--- src/rpsm_pkg.sv ---
// ----------------------------------------------------------------------------
// rpsm_pkg: shared types and constants of the reference picture slot manager
// Request and result payloads, decoded commands, action codes and defaults.
// ----------------------------------------------------------------------------
package rpsm_pkg;

  localparam int POOL_SLOTS_DEF = 32;
  localparam int LIST_DEPTH_DEF = 16;
  localparam int QUEUE_DEPTH    = 2;

  localparam logic [2:0] ACT_ACQUIRE = 3'd0;
  localparam logic [2:0] ACT_ADD     = 3'd1;
  localparam logic [2:0] ACT_REMOVE  = 3'd2;
  localparam logic [2:0] ACT_CLEAR   = 3'd3;
  localparam logic [2:0] ACT_LIST    = 3'd4;

  localparam logic REG_POOL_INITIAL = 1'b0;
  localparam logic REG_GROW_ENABLED = 1'b1;

  localparam logic [5:0] POOL_INITIAL_RST = 6'd16;
  localparam logic       GROW_ENABLED_RST = 1'b0;

  typedef struct packed {
    logic [2:0] action;
    logic [4:0] slot;
  } in_item_t;

  typedef struct packed {
    logic       ok;
    logic [4:0] slot_out;
    logic [3:0] ref_position;
    logic       last;
    logic [4:0] list_count;
    logic [5:0] pool_count;
  } out_item_t;

  typedef enum logic [2:0] {
    OP_ACQUIRE,
    OP_ADD,
    OP_REMOVE,
    OP_CLEAR,
    OP_LIST,
    OP_INVALID
  } op_t;

  typedef struct packed {
    op_t        op;
    logic [4:0] slot;
  } cmd_t;

endpackage

--- src/reference_picture_slot_manager.sv ---
// ----------------------------------------------------------------------------
// reference_picture_slot_manager: picture slot and reference list manager
// Path: a taken request passes the intake register and the command queue to
// the execution stage, which drives the result register.
// Throughput: one request per cycle while nothing stalls; list and clear hold
// the execution stage, walking the reference ring one entry per unstalled cycle.
// Reset: synchronous; every slot free, list empty, registers at their defaults.
// ----------------------------------------------------------------------------
module reference_picture_slot_manager
  import rpsm_pkg::*;
#(
  parameter int POOL_SLOTS = POOL_SLOTS_DEF,
  parameter int LIST_DEPTH = LIST_DEPTH_DEF
) (
  input  logic        clk,
  input  logic        rst_n,
  input  logic        in_valid,
  output logic        in_stall,
  input  in_item_t    in_data,
  output logic        out_valid,
  input  logic        out_stall,
  output out_item_t   out_data,
  input  logic        psel,
  input  logic        penable,
  input  logic        pwrite,
  input  logic [2:0]  paddr,
  input  logic [31:0] pwdata,
  output logic [31:0] prdata,
  output logic        pready
);

  logic [5:0] pool_initial_r;
  logic [5:0] pool_initial_nxt;
  logic       grow_enabled_r;
  logic       grow_enabled_nxt;
  logic       cfg_write;
  logic       push;
  cmd_t       push_cmd;
  logic       q_full;
  logic       q_valid;
  cmd_t       q_cmd;
  logic       pop;

  assign pready    = 1'b1;
  assign cfg_write = psel && penable && pwrite;

  always_comb begin
    pool_initial_nxt = pool_initial_r;
    grow_enabled_nxt = grow_enabled_r;
    if (cfg_write) begin
      case (paddr[2])
        REG_POOL_INITIAL: pool_initial_nxt = pwdata[5:0];
        REG_GROW_ENABLED: grow_enabled_nxt = pwdata[0];
        default: begin
          pool_initial_nxt = pool_initial_r;
        end
      endcase
    end
  end

  always_comb begin
    case (paddr[2])
      REG_POOL_INITIAL: prdata = {26'd0, pool_initial_r};
      REG_GROW_ENABLED: prdata = {31'd0, grow_enabled_r};
      default:          prdata = '0;
    endcase
  end

  always_ff @(posedge clk) begin
    if (!rst_n) begin
      pool_initial_r <= POOL_INITIAL_RST;
      grow_enabled_r <= GROW_ENABLED_RST;
    end else begin
      pool_initial_r <= pool_initial_nxt;
      grow_enabled_r <= grow_enabled_nxt;
    end
  end

  rpsm_front u_front (
    .clk      (clk),
    .rst_n    (rst_n),
    .in_valid (in_valid),
    .in_stall (in_stall),
    .in_data  (in_data),
    .push     (push),
    .push_cmd (push_cmd),
    .q_full   (q_full)
  );

  rpsm_queue u_queue (
    .clk      (clk),
    .rst_n    (rst_n),
    .push     (push),
    .push_cmd (push_cmd),
    .q_full   (q_full),
    .pop      (pop),
    .q_valid  (q_valid),
    .q_cmd    (q_cmd)
  );

  rpsm_back #(
    .POOL_SLOTS (POOL_SLOTS),
    .LIST_DEPTH (LIST_DEPTH)
  ) u_back (
    .clk          (clk),
    .rst_n        (rst_n),
    .q_valid      (q_valid),
    .q_cmd        (q_cmd),
    .pop          (pop),
    .pool_initial (pool_initial_r),
    .grow_enabled (grow_enabled_r),
    .out_valid    (out_valid),
    .out_stall    (out_stall),
    .out_data     (out_data)
  );

endmodule

--- src/rpsm_front.sv ---
// ----------------------------------------------------------------------------
// rpsm_front: request intake
// Accepts requests, decodes the action into a command and hands it to the queue.
// ----------------------------------------------------------------------------
module rpsm_front
  import rpsm_pkg::*;
(
  input  logic     clk,
  input  logic     rst_n,
  input  logic     in_valid,
  output logic     in_stall,
  input  in_item_t in_data,
  output logic     push,
  output cmd_t     push_cmd,
  input  logic     q_full
);

  logic cmd_valid_r;
  logic cmd_valid_nxt;
  cmd_t cmd_r;
  cmd_t cmd_nxt;
  logic accept;

  assign push     = cmd_valid_r && !q_full;
  assign in_stall = cmd_valid_r && q_full;
  assign accept   = in_valid && !in_stall;
  assign push_cmd = cmd_r;

  always_comb begin
    cmd_nxt.slot = in_data.slot;
    case (in_data.action)
      ACT_ACQUIRE: cmd_nxt.op = OP_ACQUIRE;
      ACT_ADD:     cmd_nxt.op = OP_ADD;
      ACT_REMOVE:  cmd_nxt.op = OP_REMOVE;
      ACT_CLEAR:   cmd_nxt.op = OP_CLEAR;
      ACT_LIST:    cmd_nxt.op = OP_LIST;
      default:     cmd_nxt.op = OP_INVALID;
    endcase
  end

  always_comb begin
    cmd_valid_nxt = cmd_valid_r;
    if (accept) begin
      cmd_valid_nxt = 1'b1;
    end else if (push) begin
      cmd_valid_nxt = 1'b0;
    end
  end

  always_ff @(posedge clk) begin
    if (!rst_n) begin
      cmd_valid_r <= 1'b0;
    end else begin
      cmd_valid_r <= cmd_valid_nxt;
    end
    if (accept) begin
      cmd_r <= cmd_nxt;
    end
  end

endmodule

--- src/rpsm_queue.sv ---
// ----------------------------------------------------------------------------
// rpsm_queue: command queue
// Short FIFO that decouples command intake from command execution.
// ----------------------------------------------------------------------------
module rpsm_queue
  import rpsm_pkg::*;
(
  input  logic clk,
  input  logic rst_n,
  input  logic push,
  input  cmd_t push_cmd,
  output logic q_full,
  input  logic pop,
  output logic q_valid,
  output cmd_t q_cmd
);

  localparam int PTRW = (QUEUE_DEPTH > 1) ? $clog2(QUEUE_DEPTH) : 1;
  localparam int CNTW = $clog2(QUEUE_DEPTH + 1);

  cmd_t            entry_r [QUEUE_DEPTH];
  logic [PTRW-1:0] wr_ptr_r;
  logic [PTRW-1:0] wr_ptr_nxt;
  logic [PTRW-1:0] rd_ptr_r;
  logic [PTRW-1:0] rd_ptr_nxt;
  logic [CNTW-1:0] fill_r;
  logic [CNTW-1:0] fill_nxt;

  assign q_full  = (fill_r == CNTW'(QUEUE_DEPTH));
  assign q_valid = (fill_r != '0);
  assign q_cmd   = entry_r[rd_ptr_r];

  always_comb begin
    wr_ptr_nxt = wr_ptr_r;
    rd_ptr_nxt = rd_ptr_r;
    fill_nxt   = fill_r;
    if (push) begin
      wr_ptr_nxt = (wr_ptr_r == PTRW'(QUEUE_DEPTH - 1)) ? '0 : wr_ptr_r + PTRW'(1);
    end
    if (pop) begin
      rd_ptr_nxt = (rd_ptr_r == PTRW'(QUEUE_DEPTH - 1)) ? '0 : rd_ptr_r + PTRW'(1);
    end
    if (push && !pop) begin
      fill_nxt = fill_r + CNTW'(1);
    end else if (pop && !push) begin
      fill_nxt = fill_r - CNTW'(1);
    end
  end

  always_ff @(posedge clk) begin
    if (!rst_n) begin
      wr_ptr_r <= '0;
      rd_ptr_r <= '0;
      fill_r   <= '0;
    end else begin
      wr_ptr_r <= wr_ptr_nxt;
      rd_ptr_r <= rd_ptr_nxt;
      fill_r   <= fill_nxt;
    end
    if (push) begin
      entry_r[wr_ptr_r] <= push_cmd;
    end
  end

endmodule

--- src/rpsm_back.sv ---
// ----------------------------------------------------------------------------
// rpsm_back: command execution
// Holds the free marks and the reference ring, executes commands and drives
// the result register; list and clear step one ring entry per unstalled cycle.
// ----------------------------------------------------------------------------
module rpsm_back
  import rpsm_pkg::*;
#(
  parameter int POOL_SLOTS = POOL_SLOTS_DEF,
  parameter int LIST_DEPTH = LIST_DEPTH_DEF
) (
  input  logic      clk,
  input  logic      rst_n,
  input  logic      q_valid,
  input  cmd_t      q_cmd,
  output logic      pop,
  input  logic [5:0] pool_initial,
  input  logic      grow_enabled,
  output logic      out_valid,
  input  logic      out_stall,
  output out_item_t out_data
);

  localparam int SW   = $clog2(POOL_SLOTS);
  localparam int PW   = $clog2(POOL_SLOTS + 1);
  localparam int SUMW = ((PW > 6) ? PW : 6) + 1;
  localparam int CMPW = (PW > 5) ? PW : 5;
  localparam int LW   = (LIST_DEPTH > 1) ? $clog2(LIST_DEPTH) : 1;
  localparam int CNW  = $clog2(LIST_DEPTH + 1);

  typedef enum logic [1:0] {
    S_IDLE,
    S_LIST,
    S_CLEAR
  } state_t;

  state_t                state_r;
  state_t                state_nxt;
  logic [POOL_SLOTS-1:0] slot_free_r;
  logic [POOL_SLOTS-1:0] slot_free_nxt;
  logic [PW-1:0]         extra_r;
  logic [PW-1:0]         extra_nxt;
  logic [4:0]            list_r [LIST_DEPTH];
  logic [LW-1:0]         head_r;
  logic [LW-1:0]         head_nxt;
  logic [CNW-1:0]        count_r;
  logic [CNW-1:0]        count_nxt;
  logic [LW-1:0]         walk_r;
  logic [LW-1:0]         walk_nxt;
  logic [CNW-1:0]        pos_r;
  logic [CNW-1:0]        pos_nxt;
  logic                  out_valid_r;
  logic                  out_valid_nxt;
  out_item_t             out_data_r;
  out_item_t             out_data_nxt;

  logic [SUMW-1:0]       pool_sum;
  logic [PW-1:0]         pool_size;
  logic [POOL_SLOTS-1:0] avail;
  logic [POOL_SLOTS-1:0] lowest;
  logic [SW-1:0]         pick_idx;
  logic                  any_free;
  logic                  can_grow;
  logic [LW-1:0]         tail_idx;
  logic [LW-1:0]         rd_idx;
  logic [4:0]            rd_slot;
  logic [POOL_SLOTS-1:0] release_vec;
  logic                  out_can;
  logic                  walk_last;
  logic                  list_we;
  logic [LW-1:0]         list_wa;

  function automatic logic [LW-1:0] wrap_add(input logic [LW-1:0] a, input logic [LW:0] b);
    logic [LW:0] s;
    s = {1'b0, a} + b;
    if (s >= (LW + 1)'(LIST_DEPTH)) begin
      s = s - (LW + 1)'(LIST_DEPTH);
    end
    return s[LW-1:0];
  endfunction

  assign pool_sum  = SUMW'(pool_initial) + SUMW'(extra_r);
  assign pool_size = (pool_sum > SUMW'(POOL_SLOTS)) ? PW'(POOL_SLOTS) : PW'(pool_sum);
  assign can_grow  = grow_enabled && (pool_size < PW'(POOL_SLOTS));
  assign out_can   = !out_valid_r || !out_stall;
  assign tail_idx  = wrap_add(head_r, (LW + 1)'(count_r - CNW'(1)));
  assign rd_idx    = (state_r == S_IDLE) ? tail_idx : walk_r;
  assign rd_slot   = list_r[rd_idx];
  assign walk_last = ((pos_r + CNW'(1)) == count_r);

  always_comb begin
    for (int i = 0; i < POOL_SLOTS; i++) begin
      avail[i] = slot_free_r[i] && (PW'(i) < pool_size);
    end
    any_free = |avail;
    lowest   = avail & (~avail + POOL_SLOTS'(1));
    pick_idx = '0;
    for (int i = 0; i < POOL_SLOTS; i++) begin
      if (lowest[i]) begin
        pick_idx = pick_idx | SW'(i);
      end
    end
  end

  always_comb begin
    for (int i = 0; i < POOL_SLOTS; i++) begin
      release_vec[i] = (CMPW'(rd_slot) == CMPW'(i)) && (CMPW'(rd_slot) < CMPW'(pool_size));
    end
  end

  always_comb begin
    state_nxt     = state_r;
    slot_free_nxt = slot_free_r;
    extra_nxt     = extra_r;
    head_nxt      = head_r;
    count_nxt     = count_r;
    walk_nxt      = walk_r;
    pos_nxt       = pos_r;
    out_valid_nxt = out_valid_r && out_stall;
    out_data_nxt  = out_data_r;
    pop           = 1'b0;
    list_we       = 1'b0;
    list_wa       = head_r;

    out_data_nxt.ok           = 1'b0;
    out_data_nxt.slot_out     = '0;
    out_data_nxt.ref_position = '0;
    out_data_nxt.last         = 1'b1;
    out_data_nxt.pool_count   = 6'(pool_size);

    case (state_r)
      S_IDLE: begin
        if (out_can && q_valid) begin
          pop           = 1'b1;
          out_valid_nxt = 1'b1;
          case (q_cmd.op)
            OP_ACQUIRE: begin
              if (any_free) begin
                slot_free_nxt[pick_idx] = 1'b0;
                out_data_nxt.ok         = 1'b1;
                out_data_nxt.slot_out   = 5'(pick_idx);
              end else if (can_grow) begin
                slot_free_nxt[SW'(pool_size)] = 1'b0;
                extra_nxt                     = extra_r + PW'(1);
                out_data_nxt.ok               = 1'b1;
                out_data_nxt.slot_out         = 5'(pool_size);
                out_data_nxt.pool_count       = 6'(pool_size + PW'(1));
              end
            end
            OP_ADD: begin
              if (count_r != CNW'(LIST_DEPTH)) begin
                head_nxt        = (head_r == '0) ? LW'(LIST_DEPTH - 1) : head_r - LW'(1);
                list_we         = 1'b1;
                list_wa         = head_nxt;
                count_nxt       = count_r + CNW'(1);
                out_data_nxt.ok = 1'b1;
              end
            end
            OP_REMOVE: begin
              if (count_r != '0) begin
                count_nxt       = count_r - CNW'(1);
                slot_free_nxt   = slot_free_r | release_vec;
                out_data_nxt.ok = 1'b1;
              end
            end
            OP_CLEAR: begin
              if (count_r == '0) begin
                out_data_nxt.ok = 1'b1;
              end else begin
                out_valid_nxt = out_valid_r && out_stall;
                walk_nxt      = head_r;
                pos_nxt       = '0;
                state_nxt     = S_CLEAR;
              end
            end
            OP_LIST: begin
              if (count_r == '0) begin
                out_data_nxt.ok = 1'b1;
              end else begin
                out_valid_nxt = out_valid_r && out_stall;
                walk_nxt      = head_r;
                pos_nxt       = '0;
                state_nxt     = S_LIST;
              end
            end
            default: begin
              out_data_nxt.ok = 1'b0;
            end
          endcase
        end
      end
      S_LIST: begin
        if (out_can) begin
          out_valid_nxt             = 1'b1;
          out_data_nxt.ok           = 1'b1;
          out_data_nxt.slot_out     = rd_slot;
          out_data_nxt.ref_position = 4'(pos_r);
          out_data_nxt.last         = walk_last;
          walk_nxt = (walk_r == LW'(LIST_DEPTH - 1)) ? '0 : walk_r + LW'(1);
          pos_nxt  = pos_r + CNW'(1);
          if (walk_last) begin
            state_nxt = S_IDLE;
          end
        end
      end
      S_CLEAR: begin
        if (!walk_last) begin
          slot_free_nxt = slot_free_r | release_vec;
          walk_nxt = (walk_r == LW'(LIST_DEPTH - 1)) ? '0 : walk_r + LW'(1);
          pos_nxt  = pos_r + CNW'(1);
        end else if (out_can) begin
          slot_free_nxt   = slot_free_r | release_vec;
          count_nxt       = '0;
          out_valid_nxt   = 1'b1;
          out_data_nxt.ok = 1'b1;
          state_nxt       = S_IDLE;
        end
      end
      default: begin
        state_nxt = S_IDLE;
      end
    endcase

    out_data_nxt.list_count = 5'(count_nxt);
    if (!(out_valid_nxt && !(out_valid_r && out_stall))) begin
      out_data_nxt = out_data_r;
    end
  end

  always_ff @(posedge clk) begin
    if (!rst_n) begin
      state_r     <= S_IDLE;
      slot_free_r <= '1;
      extra_r     <= '0;
      head_r      <= '0;
      count_r     <= '0;
      walk_r      <= '0;
      pos_r       <= '0;
      out_valid_r <= 1'b0;
    end else begin
      state_r     <= state_nxt;
      slot_free_r <= slot_free_nxt;
      extra_r     <= extra_nxt;
      head_r      <= head_nxt;
      count_r     <= count_nxt;
      walk_r      <= walk_nxt;
      pos_r       <= pos_nxt;
      out_valid_r <= out_valid_nxt;
    end
    out_data_r <= out_data_nxt;
    if (list_we) begin
      list_r[list_wa] <= q_cmd.slot;
    end
  end

  assign out_valid = out_valid_r;
  assign out_data  = out_data_r;

endmodule

--- config.mk ---
export PLATFORM = sky130hd
export DESIGN_NAME = reference_picture_slot_manager
export DESIGN_NICKNAME = d
export VERILOG_FILES = /design/src/rpsm_pkg.sv /design/src/reference_picture_slot_manager.sv /design/src/rpsm_front.sv /design/src/rpsm_queue.sv /design/src/rpsm_back.sv
export SDC_FILE = /design/constraint.sdc
export NUM_CORES = 1
export LEC_CHECK = 0
export BUFFER_PORTS_ARGS = -buffer_cell sky130_fd_sc_hd__buf_2
export CAP_MARGIN = 20
export CORE_MARGIN = 4
export CORE_UTILIZATION = 60
export DETAILED_ROUTE_END_ITERATION = 8
export PLACE_DENSITY = 0.77
export SETUP_SLACK_MARGIN = 0.3
export SLEW_MARGIN = 20
export SYNTH_ARGS = -nofsm -noshare
export SYNTH_HDL_FRONTEND = slang
export SYNTH_SLANG_ARGS = --single-unit
--- constraint.sdc ---
create_clock -name clk -period 6.4 [get_ports clk]
set_input_delay 0 -clock clk [delete_from_list [all_inputs] [get_ports clk]]
set_output_delay 0 -clock clk [all_outputs]
set_load 0.005 [all_outputs]
==> results.md <==
- Status: completed
- CTS Buf Count: 17
- Drt wl/cell: approximately 23 um
- Synth Instances: 1208
- Worst-Margin Slew: roughly 1 ns
- Post-synth ARST share: 0
- Synthesized flop and latch total: between 150 and 200
- Post-synthesis simple-gate area fraction: 0.196
- Fmax: between 0.15 and 0.2 GHz
- Setup Fix Bufs, Post-CTS: 0
- Synth cell types: between 90 and 100
- Pwr per Cell Area: approximately 350 nW/um^2
- Vias in the first global route: slightly below 10000
- Antenna cell count: 0
- Crit path time final: between 5 and 6 ns
- CP bufs+invs: 3
- Row cnt: 50
- Worst-path fanout max: 10
- Xor-xnor portion of the synthesized cell area: 0.0172
- Leak Pwr: 4.70 nW
- CTS max path bufs: 2
- IO Pins: approximately 110
- Worst Path Required: around 6.6 ns
- Final ANT Viol Nets: 0
- Layout Cells excl Fill: between 1500 and 2000
- Sum Neg Setup Slack: 0 ns
- Share of cells above drive strength 1: 0.139
- Initial core utilization: 0.618
- Placed insts: between 1000 and 1500
- Endpoints failing hold: 0
- Avg Inst Size Synth: between 9 and 10 um^2
- Main synth FF type: edfxtp_1
- Initial antenna violation count: 0
- Max stage delay on crit path: 0.59 ns
- Critical path type: register to register
- Clk_lat worst skew: approximately 0.45 ns
- Synth warn: 0
- Worst hold path type: input port to register
- Register area share after synthesis: 0.446
- Gpl congestion: slightly above 1
- CP max stage cell: nor4_1
- Relative slew slack: 0.322
- Crit path DAT: 5.85 ns
- HPWL Detailed: approximately 26 mm
- Via density: just under 7
- H-tree depth: 4
- Height of the die: around 150 um
- Ratio of final minimum period to clock period: 0.876
- DRT iter0 DRCs: between 1000 and 1500
- Num Clock Sinks: 198
- Final setup vio count: 0
- Mux cell area share after synthesis: 0.0643
- Core area: 19000 um^2
- GRT Residual Overflow: 0
- Overall routing resource usage: 0.330
- Largest delay share family, worst path: simple AND/OR/NAND/NOR gates
- Worst path cell trace: ha_1 > a211oi_2 > nor4_1 > nor3_2 > nand2_1 > inv_1 > ha_1 > nand2b_1 > a32o_1 > nand2_1 > nand3_2 > or4_4 > buf_4 > nor3_1 > nor4b_1 > buf_4 > nor2b_1 > o31ai_1
- # DRC: 0
- Pins Over Slew Limit: 0
- Root Buffer: clkbuf_16
- Area grow syn2layout: 10.8%
- Post-synthesis adder-cell area fraction: 0.0344
- Total of max-cap violations: 0
- Vias: approximately 10000
- Mapped Area: approximately 12000 um^2
- Clock transition at path regs: 0.08 ns
- Synth Area in Compound Gates: 0.190
- First-pass GRT wire length: ~56 mm
- Final #Nets: 1353
- EDFF count, synth: around 130
- 1st-pass router iterations: 6
- Die width: ~150 um
- Drt total wl: between 30 and 40 mm
- Largest family of logic cells by synthesized area: simple AND/OR/NAND/NOR gates
- CP endpoint kind: register
- IO buf count: 51
- Die ar.: 21800 um^2
- Critical Path Source Type: register
- Clock skew: approximately 0.019 ns
- Worst VDD drop: ~0.00028 V
- RSZ-0062 raised after global routing: no
- Largest net degree at the start of global routing: 38
- CTS tree: yes
==> state kept, by name (all words and copies together) (netlist names), 4 cells and up, named ones only <==
name,cells
u_back.extra_r,6
u_front.push_cmd,8
u_back.walk_r,4
u_queue.entry_r,16
u_back.slot_free_r,32
pool_initial_r,6
u_back.list_r,80
u_back.head_r,4
u_back.out_data,22
u_back.count_r,5
u_back.pos_r,5
==> cells in the mapped netlist, types with 8 or more instances <==
cell type	n	area, um^2
o21ai_0	65	325
a31oi_1	19	119
inv_1	33	124
a21oi_1	60	300
xor2_1	11	96.3
nand3_1	50	250
nor3b_1	9	67.6
nand2b_1	12	75.1
xnor2_1	12	105
clkbuf_1	35	131
and3_1	12	75.1
o2111ai_1	16	140
nor3_1	30	150
nand2_1	105	394
o211ai_1	21	158
nor2_1	127	477
o21ai_1	14	70.1
mux2i_1	28	280
dfxtp_1	72	1440
edfxtp_1	126	3780
or3_1	11	68.8
buf_4	28	210
and2_1	12	75.1
nand4_1	17	106
nor2b_1	18	113
a211oi_1	13	97.6
o22ai_1	9	56.3
a21o_1	8	60.1
ha_1	29	363
mux2_2	10	113
mux4_2	16	360
nor4_1	14	87.6
==> worst register-to-register path, stage by stage (launching register included) <==
cell	delay [ns]
dfxtp_1	0.41
ha_1	0.40
a211oi_2	0.13
nor4_1	0.59
nor3_2	0.16
nand2_1	0.22
inv_1	0.12
ha_1	0.27
nand2b_1	0.33
a32o_1	0.36
nand2_1	0.18
nand3_2	0.12
or4_4	0.56
buf_4	0.23
nor3_1	0.53
nor4b_1	0.13
buf_4	0.18
nor2b_1	0.15
o31ai_1	0.33
==> power breakdown <==
part           internal, mW  leakage, nW  switching (mW)  total, mW
combinational         0.663         2.67            1.22       1.89
clock                 0.542        0.294           0.558       1.10
sequential             1.53         1.74          0.0744       1.61
total                  2.74         4.70            1.86       4.59
==> layer usage <==
metal	vias up	track usage	share of wire	wire length [um]
met4	0	0.128	0.040	1430
met3	112	0.0727	0.10	3670
met2	645	0.492	0.45	16100
li1	4705	-	-	-
met1	5031	0.474	0.41	14900
met5	-	0	0	0
==> cell families (layout without fill, tap and decap cells) <==
| logic type | count (synthesis) | count (layout) |
|---|---|---|
| flops | 198 | 198 |
| simple gates | 456 | 456 |
| other cells | 2 | 27 |
| xor+xnor | 23 | 23 |
| mux | 54 | 54 |
| compound gates | 327 | 327 |
| buf+inv | 117 | 169 |
| fa+ha+maj | 31 | 31 |
==> placed cells by master, fill, tap and decap left out, drive strengths merged, types with 17 or more instances in the layout <==
cell type,n
nor2,129
edfxtp,126
nand2,109
buf,83
o21ai,81
dfxtp,72
a21oi,60
nand3,53
inv,42
nor3,30
ha,29
mux2i,28
conb,27
o211ai,21
a31oi,19
nor2b,18
dlygate4sd3,18
clkbuf,18
nand4,17
==> final timing paths <==
path	startpoint	to	slack, ns	depth (start not counted)
worst min-delay path	out_stall	u_back.out_data[11]	0.1	3
worst max-delay path	u_back.extra_r[2]	u_back.out_data[17]	0.79	18
worst min register to register	u_front.push_cmd[4]	u_queue.entry_r[1][4]	0.45	0
worst max register to register	u_back.extra_r[2]	u_back.out_data[17]	0.79	18
==> cell type report <==
type	instances	area (um^2)
well taps	260	325
flip-flops and latches	198	5230
clock buffers	18	439
fillers	1491	5970
repair buffers	101	676
clock inverters	14	174
inverters	36	135
multi-input cells	918	6010
==> through the flow <==
step	hold slack [ns]	setup slack, ns	total power [mW]	utilization	instance area [um^2]
2_1_floorplan	0.0989	1.33	2.85	-	11800
3_3_place_gp	0.177	1.06	3.42	0.643	12200
3_5_place_dp	0.179	1.01	3.45	0.643	12200
4_1_cts	0.0837	0.949	4.55	0.685	13000
5_1_grt	0.145	0.420	4.82	0.685	13000
6_report	0.0965	0.793	4.59	0.685	13000
==> what timing repair did <==
action | CTS | global route
hold endpoints to repair | 17 | 0
gates resized for setup | 0 | 1
endpoints found under the setup margin | 0 | 1
hold buffers | 18 | 0
Power figures use the tool's default switching activity.
